File: src/design/pfct_pkg.sv
`default_nettype none
package pfct_pkg;

	localparam int DEPTH_DEFAULT = 64;
	localparam int KEY_W         = 32;
	localparam int CNT_W         = 32;
	localparam logic [KEY_W-1:0] IDENT_ABSENT = 32'h7FFF_FFFF;

	typedef enum logic [2:0] {
		ST_COUNTED  = 3'd0,
		ST_INSERTED = 3'd1,
		ST_FULL     = 3'd2,
		ST_REJECTED = 3'd3,
		ST_DUMP     = 3'd4,
		ST_EMPTY    = 3'd5
	} status_t;

	typedef enum logic [1:0] {
		CELL_HOLD,
		CELL_ADD,
		CELL_SORT,
		CELL_SHIFT
	} cell_op_t;

	typedef enum logic [1:0] {
		FSM_IDLE,
		FSM_EXEC,
		FSM_SORT,
		FSM_DUMP
	} fsm_t;

	typedef struct packed {
		logic [KEY_W-1:0] cls;
		logic [KEY_W-1:0] idn;
		logic [CNT_W-1:0] count;
	} entry_t;

	typedef struct packed {
		cell_op_t         op;
		logic             phase;
		logic             insert;
		logic [KEY_W-1:0] key_cls;
		logic [KEY_W-1:0] key_idn;
	} cell_ctrl_t;

	function automatic logic [CNT_W-1:0] sat_inc(input logic [CNT_W-1:0] c);
		sat_inc = (c == '1) ? c : c + CNT_W'(1);
	endfunction

endpackage
`default_nettype wire

File: src/design/pfct_cell.sv
`default_nettype none
module pfct_cell import pfct_pkg::*; #(
	parameter int TABLE_DEPTH = DEPTH_DEFAULT,
	parameter int IDX         = 0
) (
	input  wire logic                             clk,
	input  wire cell_ctrl_t                       ctrl,
	input  wire logic [$clog2(TABLE_DEPTH+1)-1:0] used,
	input  wire entry_t                           left_ent,
	input  wire entry_t                           right_ent,
	input  wire entry_t                           wrap_ent,
	output entry_t                                ent,
	output logic                                  match
);

	localparam int UW = $clog2(TABLE_DEPTH + 1);

	entry_t ent_q;
	entry_t ent_d;
	logic   occ, occ_r, tail, lo_role, hi_role, swap_lo, swap_hi;

	assign occ     = UW'(IDX) < used;
	assign occ_r   = UW'(IDX + 1) < used;
	assign tail    = UW'(IDX + 1) == used;
	assign lo_role = 1'(IDX % 2) == ctrl.phase;
	assign hi_role = (IDX > 0) && !lo_role && occ;
	assign swap_lo = lo_role && occ_r && (ent_q.count < right_ent.count);
	assign swap_hi = hi_role && (left_ent.count < ent_q.count);
	assign match   = occ && (ent_q.cls == ctrl.key_cls) && (ent_q.idn == ctrl.key_idn);

	always_comb begin
		ent_d = ent_q;
		case (ctrl.op)
			CELL_ADD: begin
				if (match) begin
					ent_d.count = sat_inc(ent_q.count);
				end else if (ctrl.insert && (UW'(IDX) == used)) begin
					ent_d.cls   = ctrl.key_cls;
					ent_d.idn   = ctrl.key_idn;
					ent_d.count = CNT_W'(1);
				end
			end
			CELL_SORT: begin
				if (swap_lo) begin
					ent_d = right_ent;
				end else if (swap_hi) begin
					ent_d = left_ent;
				end
			end
			CELL_SHIFT: begin
				if (occ) begin
					ent_d = tail ? wrap_ent : right_ent;
				end
			end
			default: ent_d = ent_q;
		endcase
	end

	always_ff @(posedge clk) begin
		ent_q <= ent_d;
	end

	assign ent = ent_q;

endmodule
`default_nettype wire
File: config.mk
export PLATFORM = sky130hd
export DESIGN_NAME = pfct_cell
export DESIGN_NICKNAME = d
export VERILOG_FILES = /design/src/design/pfct_pkg.sv /design/src/design/pfct_cell.sv
export SDC_FILE = /design/constraint.sdc
export NUM_CORES = 1
export LEC_CHECK = 0
export BUFFER_PORTS_ARGS = -buffer_cell sky130_fd_sc_hd__clkbuf_2
export CORE_AREA = 4 4 176 178
export CTS_BUF_LIST = sky130_fd_sc_hd__clkbuf_8
export DETAILED_ROUTE_END_ITERATION = 16
export DIE_AREA = 0 0 180 182
export PLACE_DENSITY = 0.57
export SYNTH_ARGS = -nofsm -noshare
export SYNTH_HDL_FRONTEND = slang
export SYNTH_SLANG_ARGS = --single-unit
File: constraint.sdc
create_clock -name clk -period 5.2 [get_ports clk]
set_input_delay 1.04 -clock clk [delete_from_list [all_inputs] [get_ports clk]]
set_output_delay 1.04 -clock clk [all_outputs]
set_load 0.01 [all_outputs]
==> metrics.md, run 1 <==
| Metric | Value |
|---|---|
| Root buffer cell | clkbuf_8 |
| CTS Buffer Depth | 2 |
| Slew @ Worst Pin | 915 ps |
| Pwr/cell area | 211 nW/µm² |
| CP Data Arrival Time | 3240 ps |
| Clock power share | 28.2% |
| Main synth FF type | edfxtp_1 |
| Post-route minimum period | 4280 ps |
| Final ANT Viol Nets | 0 |
| Final-stage net count | 1,485 |
| DP Wirelength | 23,500 µm |
| Sw frac | 32.0% |
| Post-synth top area cell | edfxtp_1 |
| Vias in the first global route | 7,100 |
| Slew Limit Fails | 0 |
| Int Power | 1.43 mW |
| Clock skew | 14.9 ps |
| TritonCTS Buffers | 9 |
| Final setup viols | 0 |
| CP endpoint kind | primary output |
| DR vias | 6,938 |
| Run status | finished, final reports clean |
| Initial antenna violation count | 1 |
| RSZ-0062 raised after global routing | no |
| Mapped Area | 7430 µm² |
| Post-synthesis cell count | 740 |
| Remaining global-route overflow | 0 |
| Max Cap Viol | 0 |
| I/O Pins | 461 |
| Leak pwr | 4.72 nW |
| Initial DRC Count | 351 |
| FFs w/ async S/R, synth | 0% |
| CP Max Fanout | 2 |
| YS warnings | 0 |
| Max reg flops | 96 |
| WS Path Type | in -> out |
| PostCTS Resize Cnt | 0 |
| P&R area growth vs syn | 33.5% |
| Sequential share of power | 46.5% |
| Chip Height | 182 µm |
| Clock transition at path regs | 100 ps |
| Total negative setup slack | 0 ps |
| Number of setup buffers added after CTS | 0 |
| Critical Path Slowest Stage Cell | nor4_1 |
| Filler Cells Inserted | 3,045 |
| Headroom to the max-slew limit | 39.0% |
| Period utilisation layout | 82.4% |
| Pre-Repair DR Iteration Count | 5 |
| Clk Latency, worst-skew pair | 380 ps |
| CP cell instances | clkbuf_2, xnor2_1, nand4_1, nor4_1, nand4_1, nor4_1, and2_1, clkbuf_2 |
| Initial core utilization | 25.3% |
| Switching pwr | 670 µW |
| Combinational share of power | 25.3% |
| H-Tree Depth | 3 |
| First-pass GRT wire length | 42,200 µm |
| GPL Wtd Cong | 0.849 |
| Hold slack | 782 ps |
| Unique masters post-synth | 51 |
| CTS hold repair buffers | 0 |
| Register area share after synthesis | 38.8% |
| Post-synth EDFFs | 96 |
| Max VDD drop | 0.000140 V |
| Hold Fails Final Rpt | 0 |
| CP required | 4160 ps |
| Top cell type's share of synthesized area | 38.8% |
| Synthesized area per cell | 10.0 µm² |
| Post-Route WL | 28,300 µm |
| Row count | 63 |
| Hold Path Class | reg -> reg |
| Port bufs | 364 |
| Seq cells post-synth | 96 |
| Gr usage total | 16.7% |
| Die width | 180 µm |
| Share of layout cells above drive strength 1 | 39.5% |
| Critical path's top delay family | simple AND/OR/NAND/NOR gates |
| CP Launch Type | primary input |
| Synth area leaders | edfxtp_1 (39%), mux2i_1 (8.8%), xnor2_1 (6.2%) |
| CORE AREA | 29,400 µm² |
| Clock sink count | 96 |
| CTS tree | done |
| DR vias/cell | 4.68 |
| Drt drc | 0 |
| Die area | 32,800 µm² |
| Largest net degree at the start of global routing | 101 |
| CP peak stage delay | 530 ps |
| Net Count, Synth | 1,136 |
| Max Clock Freq | 233 MHz |
| CP bufs+invs | 2 |
| Routed len/inst | 19.1 µm |
-- through the flow --
| stage | worst slack, ps | total power, mW | utilization [%] | cell area [µm²] | std cells |
|---|---|---|---|---|---|
| global route | 749 | 2.22 | 33.7 | 9920 | 1484 |
| detailed placement | 925 | 1.54 | 33.0 | 9700 | 1468 |
| CTS | 907 | 2.14 | 33.7 | 9920 | 1483 |
| finish | 916 | 2.10 | 33.7 | 9920 | 1484 |
| floorplan | 925 | 1.24 | - | 7440 | 740 |
| global placement | 903 | 1.53 | 33.0 | 9700 | 1468 |
-- cell usage after synthesis (4+ instances only) --
master,number
nor2_1,79
ha_1,32
nand2_1,54
edfxtp_1,96
and2_1,5
buf_1,4
o31ai_2,28
xnor2_1,53
and4_1,5
nor3_1,5
a21oi_1,77
xor2_1,40
nand4_1,29
mux2_1,29
buf_2,11
and3_1,6
nor4_1,5
nand3_1,15
inv_1,33
mux2i_1,65
o21ai_0,4
clkbuf_1,18
-- placed cells by master, fill, tap and decap left out, drive strengths merged, types with 16 or more instances in the layout --
cell	instances
xnor2	54
edfxtp	96
o31ai	29
xor2	40
mux2i	65
mux2	31
nand3	16
ha	32
inv	36
nand2	54
clkbuf	372
nor2	80
nand4	30
a21oi	77
-- area by class of cell --
type                       count  area [µm²]  area share, %
inverter                      33         124           1.25
clock buffer                   9         124           1.25
tap                          390         488           4.92
timing repair buffer         374        1930           19.4
clock inverter                 6        91.3          0.921
antenna                        1        2.50         0.0252
sequential                    96        2880           29.1
multi-input combinational    575        4280           43.2
-- worst paths after layout --
path / from / to / slack (ps) / cells after the start
max: ctrl[33] / match / 920 / 8
min: ent[30] / ent[30] / 780 / 2
max reg2reg: ent[65] / ent[4] / 1870 / 8
min reg2reg: ent[30] / ent[30] / 780 / 2
-- per-layer routing --
metal | vias up | track usage [%] | share of wire (%) | wire (µm)
met4 | 0 | 5.09 | 2.2 | 611
met2 | 301 | 29.8 | 51 | 14300
li1 | 3414 | - | - | -
met3 | 24 | 3.89 | 6.8 | 1920
met1 | 3199 | 20.1 | 40 | 11500
met5 | - | 0 | 0 | 0
-- cells by family after synthesis --
logic type	Yosys count	share of synthesized area [%]
mux	96	13.4
buf+inv	69	3.97
fa+ha+maj	32	5.39
flops	96	38.8
simple gates	227	15.5
xor+xnor	94	11.2
compound gates	126	11.7
-- worst register-to-register path, stage by stage (launching register included) --
cell and delay [ps]:
edfxtp_1 430, xnor2_1 490, nand4_1 270, nor4_1 270, nand4_1 120, nor4_1 530, nand3_1 240, a21oi_4 190
buf_4 430
-- power by group through the flow --
stage / Sequential (mW) / Combinational, mW / Clock [mW]
2_1_floorplan: 1.01 / 0.237 / 0
3_5_place_dp: 0.992 / 0.543 / 0
6_report: 0.974 / 0.530 / 0.591
3_3_place_gp: 0.990 / 0.538 / 0
5_1_grt: 0.982 / 0.590 / 0.646
4_1_cts: 0.975 / 0.545 / 0.616
Note: power is estimated with default switching activity, not from simulation.
==> run 2, diff against run 1 <==
CORE_AREA = 4 4 179 181   (was 4 4 176 178)
DIE_AREA = 0 0 183 185   (was 0 0 180 182)
PLACE_DENSITY = 0.54   (was 0.57)
clock period = 3.95 ns   (was 5.2 ns; I/O delays follow)
==> run 2 against run 1 <==
Net effect: worst hold slack worse by 46 ps; core utilization fell by 0.93 points; wire length grew 1.4%; first-iteration DRC count grew 30%; critical path depth rose by 1; final cell count increased by 0.34%; die area up 3.3%; register-to-register slack got worse by 930 ps; clock skew rose by 8.2 ps; largest cell class unchanged.
==> metrics.md, run 2 (synthesis results as in run 1) <==
| Metric | Value |
|---|---|
| Gr usage total | 16.4% |
| Sw frac | 31.0% |
| Hold Fails Final Rpt | 0 |
| Clock transition at path regs | 120 ps |
| P&R area growth vs syn | 34.3% |
| Pre-Repair DR Iteration Count | 5 |
| Run status | finished, final reports clean |
| Die width | 183 µm |
| Int Power | 1.94 mW |
| TritonCTS Buffers | 9 |
| Pwr/cell area | 282 nW/µm² |
| CP Max Fanout | 2 |
| Worst reg2reg setup slack | 940 ps |
| Drt drc | 0 |
| Final ANT Viol Nets | 0 |
| CTS Buffer Depth | 2 |
| WS Path Type | in -> out |
| Filler Cells Inserted | 3,242 |
| Headroom to the max-slew limit | 41.0% |
| Chip Height | 185 µm |
| DP Wirelength | 23,500 µm |
| CP Launch Type | primary input |
| Final setup margin | 332 ps |
| Switching pwr | 872 µW |
| Final-stage net count | 1,484 |
| Pre-CTS WS | 278 ps |
| I/O Pins | 461 |
| Diode count | 0 |
| RSZ-0062 raised after global routing | no |
| Commonest non-fill, non-tap cells in the layout | clkbuf_2 (363), edfxtp_1 (96), nor2_1 (78), a21oi_1 (76), mux2i_1 (65) |
| PostCTS Resize Cnt | 0 |
| Number of setup buffers added after CTS | 0 |
| Hold Path Class | in -> reg |
| Vias in the first global route | 6,961 |
| H-Tree Depth | 3 |
| Initial core utilization | 24.4% |
| Pwr Total | 2.82 mW |
| CP required | 3160 ps |
| Slew @ Worst Pin | 884 ps |
| Clock sink count | 96 |
| Clock power share | 29.4% |
| CP peak stage delay | 460 ps |
| Hold slack | 736 ps |
| Initial DRC Count | 458 |
| Clock skew | 23.1 ps |
| Max Clock Freq | 276 MHz |
| Row count | 64 |
| Slew Limit Fails | 0 |
| Commonest non-fill, non-tap cell in the layout | clkbuf_2 |
| Largest net degree at the start of global routing | 190 |
| CP Data Arrival Time | 2830 ps |
| GPL Wtd Cong | 0.814 |
| Period utilisation layout | 91.6% |
| Port bufs | 364 |
| CP endpoint kind | primary output |
| Routed len/inst | 19.3 µm |
| Root buffer cell | clkbuf_8 |
| Max reg flops | 96 |
| CTS hold repair buffers | 0 |
| Initial antenna violation count | 0 |
| Max Cap Viol | 0 |
| Clk Latency, worst-skew pair | 400 ps |
| CTS tree | done |
| CORE AREA | 30,400 µm² |
| First-pass GRT wire length | 42,100 µm |
| Sequential share of power | 45.5% |
| Leak pwr | 4.74 nW |
| Max VDD drop | 0.000144 V |
| CP cell instances | clkbuf_2, xnor2_1, nand4_1, nor4_1, nand4_1, nor4_1, buf_4, and2_1, clkbuf_2 |
| Total negative setup slack | 0 ps |
| Final setup viols | 0 |
| Post-Route WL | 28,700 µm |
| DR vias/cell | 4.62 |
| Critical Path Slowest Stage Cell | xnor2_1 |
| Share of layout cells above drive strength 1 | 39.4% |
| Post-route minimum period | 3620 ps |
| Combinational share of power | 25.0% |
| Remaining global-route overflow | 0 |
| DR vias | 6,881 |
| Die area | 33,900 µm² |
## run 2: cell types whose count changed in the layout (fill, tap and decap cells not counted)
cell	previous run	this run
bufinv_16	2	3
buf_12	2	5
inv_6	3	2
clkinvlp_4	0	1
diode_2	1	0
buf_4	8	4
inv_1	33	34
clkinv_2	1	0
## run 2: path summary, 6_finish.rpt
| path | start | end | depth (start not counted) |
|---|---|---|---|
| setup / recovery | ctrl[8] | match | 9 |
| hold / removal | ctrl[5] | ent[37] | 3 |
| setup reg to reg | ent[40] | ent[10] | 9 |
| hold reg to reg | ent[0] | ent[0] | 2 |
## run 2: per-layer routing
| metal | wire length, µm | part of all wire (%) | GRT usage (%) | vias to the layer above |
|---|---|---|---|---|
| met5 | 0 | 0 | 0 | - |
| li1 | - | - | - | 3396 |
| met4 | 537 | 1.9 | 4.38 | 0 |
| met2 | 14500 | 50 | 28.9 | 310 |
| met3 | 2460 | 8.6 | 4.81 | 24 |
| met1 | 11300 | 39 | 19.6 | 3151 |
## run 2: final cells by class
cell class	count	area (µm²)	share of cell area, %
multi-input cells	575	4280	42.9
repair buffers	373	1960	19.6
clock inverters	7	119	1.19
well taps	396	495	4.96
clock buffers	9	124	1.24
flip-flops and latches	96	2880	28.9
inverters	33	124	1.24
## run 2: worst max-delay path, delay by kind of cell
kind | cells | cell delay, ps
and+or+nand+nor | 5 | 1090
buffers and inverters | 3 | 460
xor gates and xnor gates | 1 | 460
## run 2: per-stage QoR
step                      utilization, %  area [µm²]  std cells
after global placement              32.0        9740       1473
after floorplan                        -        7440        740
after global routing                32.8        9980       1489
after CTS                           32.8        9980       1489
after detailed placement            32.0        9740       1473
final                               32.8        9980       1489
## run 2: power by group through the flow
stage | Combinational (mW) | Sequential (mW) | Clock (mW)
2_1_floorplan | 0.312 | 1.32 | 0
3_3_place_gp | 0.714 | 1.30 | 0
3_5_place_dp | 0.720 | 1.31 | 0
4_1_cts | 0.724 | 1.28 | 0.876
5_1_grt | 0.781 | 1.29 | 0.909
6_report | 0.705 | 1.28 | 0.829
==> run 3, diff against run 2 <==
clock period = 4.51 ns   (was 3.95 ns; I/O delays follow)
==> run 3 against run 2 <==
Net effect: power decreased by 14%; clock-buffer cell count stayed put; critical path depth down 1; combinational power shrank 12%; sequential share of layout area increased by 0.058 points; worst hold slack better by 53 ps; flip-flop and latch count stayed put; clock skew shrank 4.5 ps; first-iteration DRC count shrank 31%; core utilization decreased by 0.066 points; via count up 0.67%; die area stayed put; largest cell class unchanged; largest power group unchanged; highest routed layer is now met5.
==> metrics.md, run 3 (synthesis results as in run 1) <==
| Metric | Value |
|---|---|
| Final setup viols | 0 |
| Final-stage net count | 1,485 |
| Period utilisation layout | 88.9% |
| Post-place instance area | 9750 µm² |
| Post-route minimum period | 4010 ps |
| Chip Height | 185 µm |
| Combinational share of power | 25.7% |
| Layout Cell Area excl Fill | 9960 µm² |
| P&R area growth vs syn | 34.1% |
| Int Power | 1.65 mW |
| Hold Fails Final Rpt | 0 |
| Clock sink count | 96 |
| Port bufs | 364 |
| Die width | 183 µm |
| DR vias | 6,927 |
| Max Clock Freq | 249 MHz |
| Largest net degree at the start of global routing | 89 |
| Max VDD drop | 0.000115 V |
| Final ANT Viol Nets | 0 |
| CORE AREA | 30,400 µm² |
| CP required | 3610 ps |
| Number of setup buffers added after CTS | 0 |
| Commonest non-fill, non-tap cell in the layout | clkbuf_2 |
| Root buffer cell | clkbuf_8 |
| CP Data Arrival Time | 3110 ps |
| Headroom to the max-slew limit | 32.9% |
| Slew @ Worst Pin | 1010 ps |
| Pwr/cell area | 242 nW/µm² |
| Critical Path Slowest Stage Cell | nor4_1 |
| Remaining global-route overflow | 0 |
| CP Max Fanout | 2 |
| WS Path Type | in -> out |
| Initial antenna violation count | 2 |
| GPL Wtd Cong | 0.835 |
| Total negative setup slack | 0 ps |
| CTS Buffer Depth | 2 |
| CP endpoint kind | primary output |
| Filler Cells Inserted | 3,224 |
| Vias in the first global route | 7,131 |
| Pwr Total | 2.41 mW |
| CTS tree | done |
| CP Launch Type | primary input |
| Routed len/inst | 19.5 µm |
| Hold Path Class | reg -> reg |
| Post-Route WL | 29,000 µm |
| CP bufs+invs | 2 |
| Share of layout cells above drive strength 1 | 39.5% |
| Commonest non-fill, non-tap cells in the layout | clkbuf_2 (363), edfxtp_1 (96), nor2_1 (78), a21oi_1 (76), mux2i_1 (65) |
| CTS hold repair buffers | 0 |
| First-pass GRT wire length | 42,200 µm |
| Sequential share of power | 46.5% |
| RSZ-0062 raised after global routing | no |
| Critical path's top delay family | simple AND/OR/NAND/NOR gates |
| Sequential cell area | 2880 µm² |
| Max Cap Viol | 0 |
| Leak pwr | 4.74 nW |
| Multi-input logic area | 4280 µm² |
| Clk Latency, worst-skew pair | 380 ps |
| Run status | finished, final reports clean |
| Die area | 33,900 µm² |
| CP peak stage delay | 600 ps |
| Clock power share | 27.7% |
| Sw frac | 31.7% |
| Initial core utilization | 24.4% |
| Clock skew | 18.6 ps |
| Drt drc | 0 |
| PostCTS Resize Cnt | 0 |
| Worst reg2reg setup slack | 1150 ps |
| Initial DRC Count | 317 |
| Switching pwr | 765 µW |
| Row count | 64 |
| Gr usage total | 16.4% |
| Pre-Repair DR Iteration Count | 4 |
| Final core occ | 32.7% |
| Pre-CTS WS | 557 ps |
| TritonCTS Buffers | 9 |
| Slew Limit Fails | 0 |
| Final setup margin | 501 ps |
| I/O Pins | 461 |
| DP Wirelength | 23,900 µm |
| CP cell instances | clkbuf_2, xnor2_1, nand4_1, nor4_1, nand4_1, nor4_1, and2_1, clkbuf_2 |
| H-Tree Depth | 3 |
| DR vias/cell | 4.65 |
| Clock transition at path regs | 100 ps |
| Diode count | 0 |
| Max reg flops | 96 |
## run 3: layout make-up
cell class,instances,share of cell area (%)
tap,396,4.97
multi-input combinational,575,43.0
inverter,33,1.24
sequential,96,28.9
timing repair buffer,374,19.7
clock inverter,6,0.917
clock buffer,9,1.24
## run 3: worst paths after layout
check | start | end | cells after the start
min reg2reg | ent[30] | ent[30] | 2
max | ctrl[8] | match | 8
max reg2reg | ent[40] | ent[14] | 8
min | ent[30] | ent[30] | 2
## run 3: tightest hold or removal path: stages (launching register included)
cell,delay (ps)
edfxtp_1,430
xor2_1,100
o31ai_2,160
## run 3: layer usage
layer | vias to the layer above | track usage, % | part of all wire (%)
li1 | 3405 | - | -
met1 | 3214 | 19.2 | 39
met2 | 283 | 29.6 | 50
met3 | 21 | 5.20 | 8.6
met4 | 4 | 3.52 | 1.4
met5 | - | 0 | 0.13
## run 3: power groups by stage
stage | clock network (mW) | logic [mW] | registers, mW
2_1_floorplan | 0 | 0.273 | 1.16
3_3_place_gp | 0 | 0.627 | 1.14
3_5_place_dp | 0 | 0.632 | 1.14
4_1_cts | 0.712 | 0.636 | 1.12
5_1_grt | 0.735 | 0.688 | 1.13
6_report | 0.670 | 0.621 | 1.12
## run 3: per-stage QoR
stage / instances / hold slack [ps]
after floorplan: 740 / 728
after global placement: 1474 / 763
after detailed placement: 1474 / 764
after CTS: 1489 / 792
after global routing: 1489 / 837
final: 1489 / 789
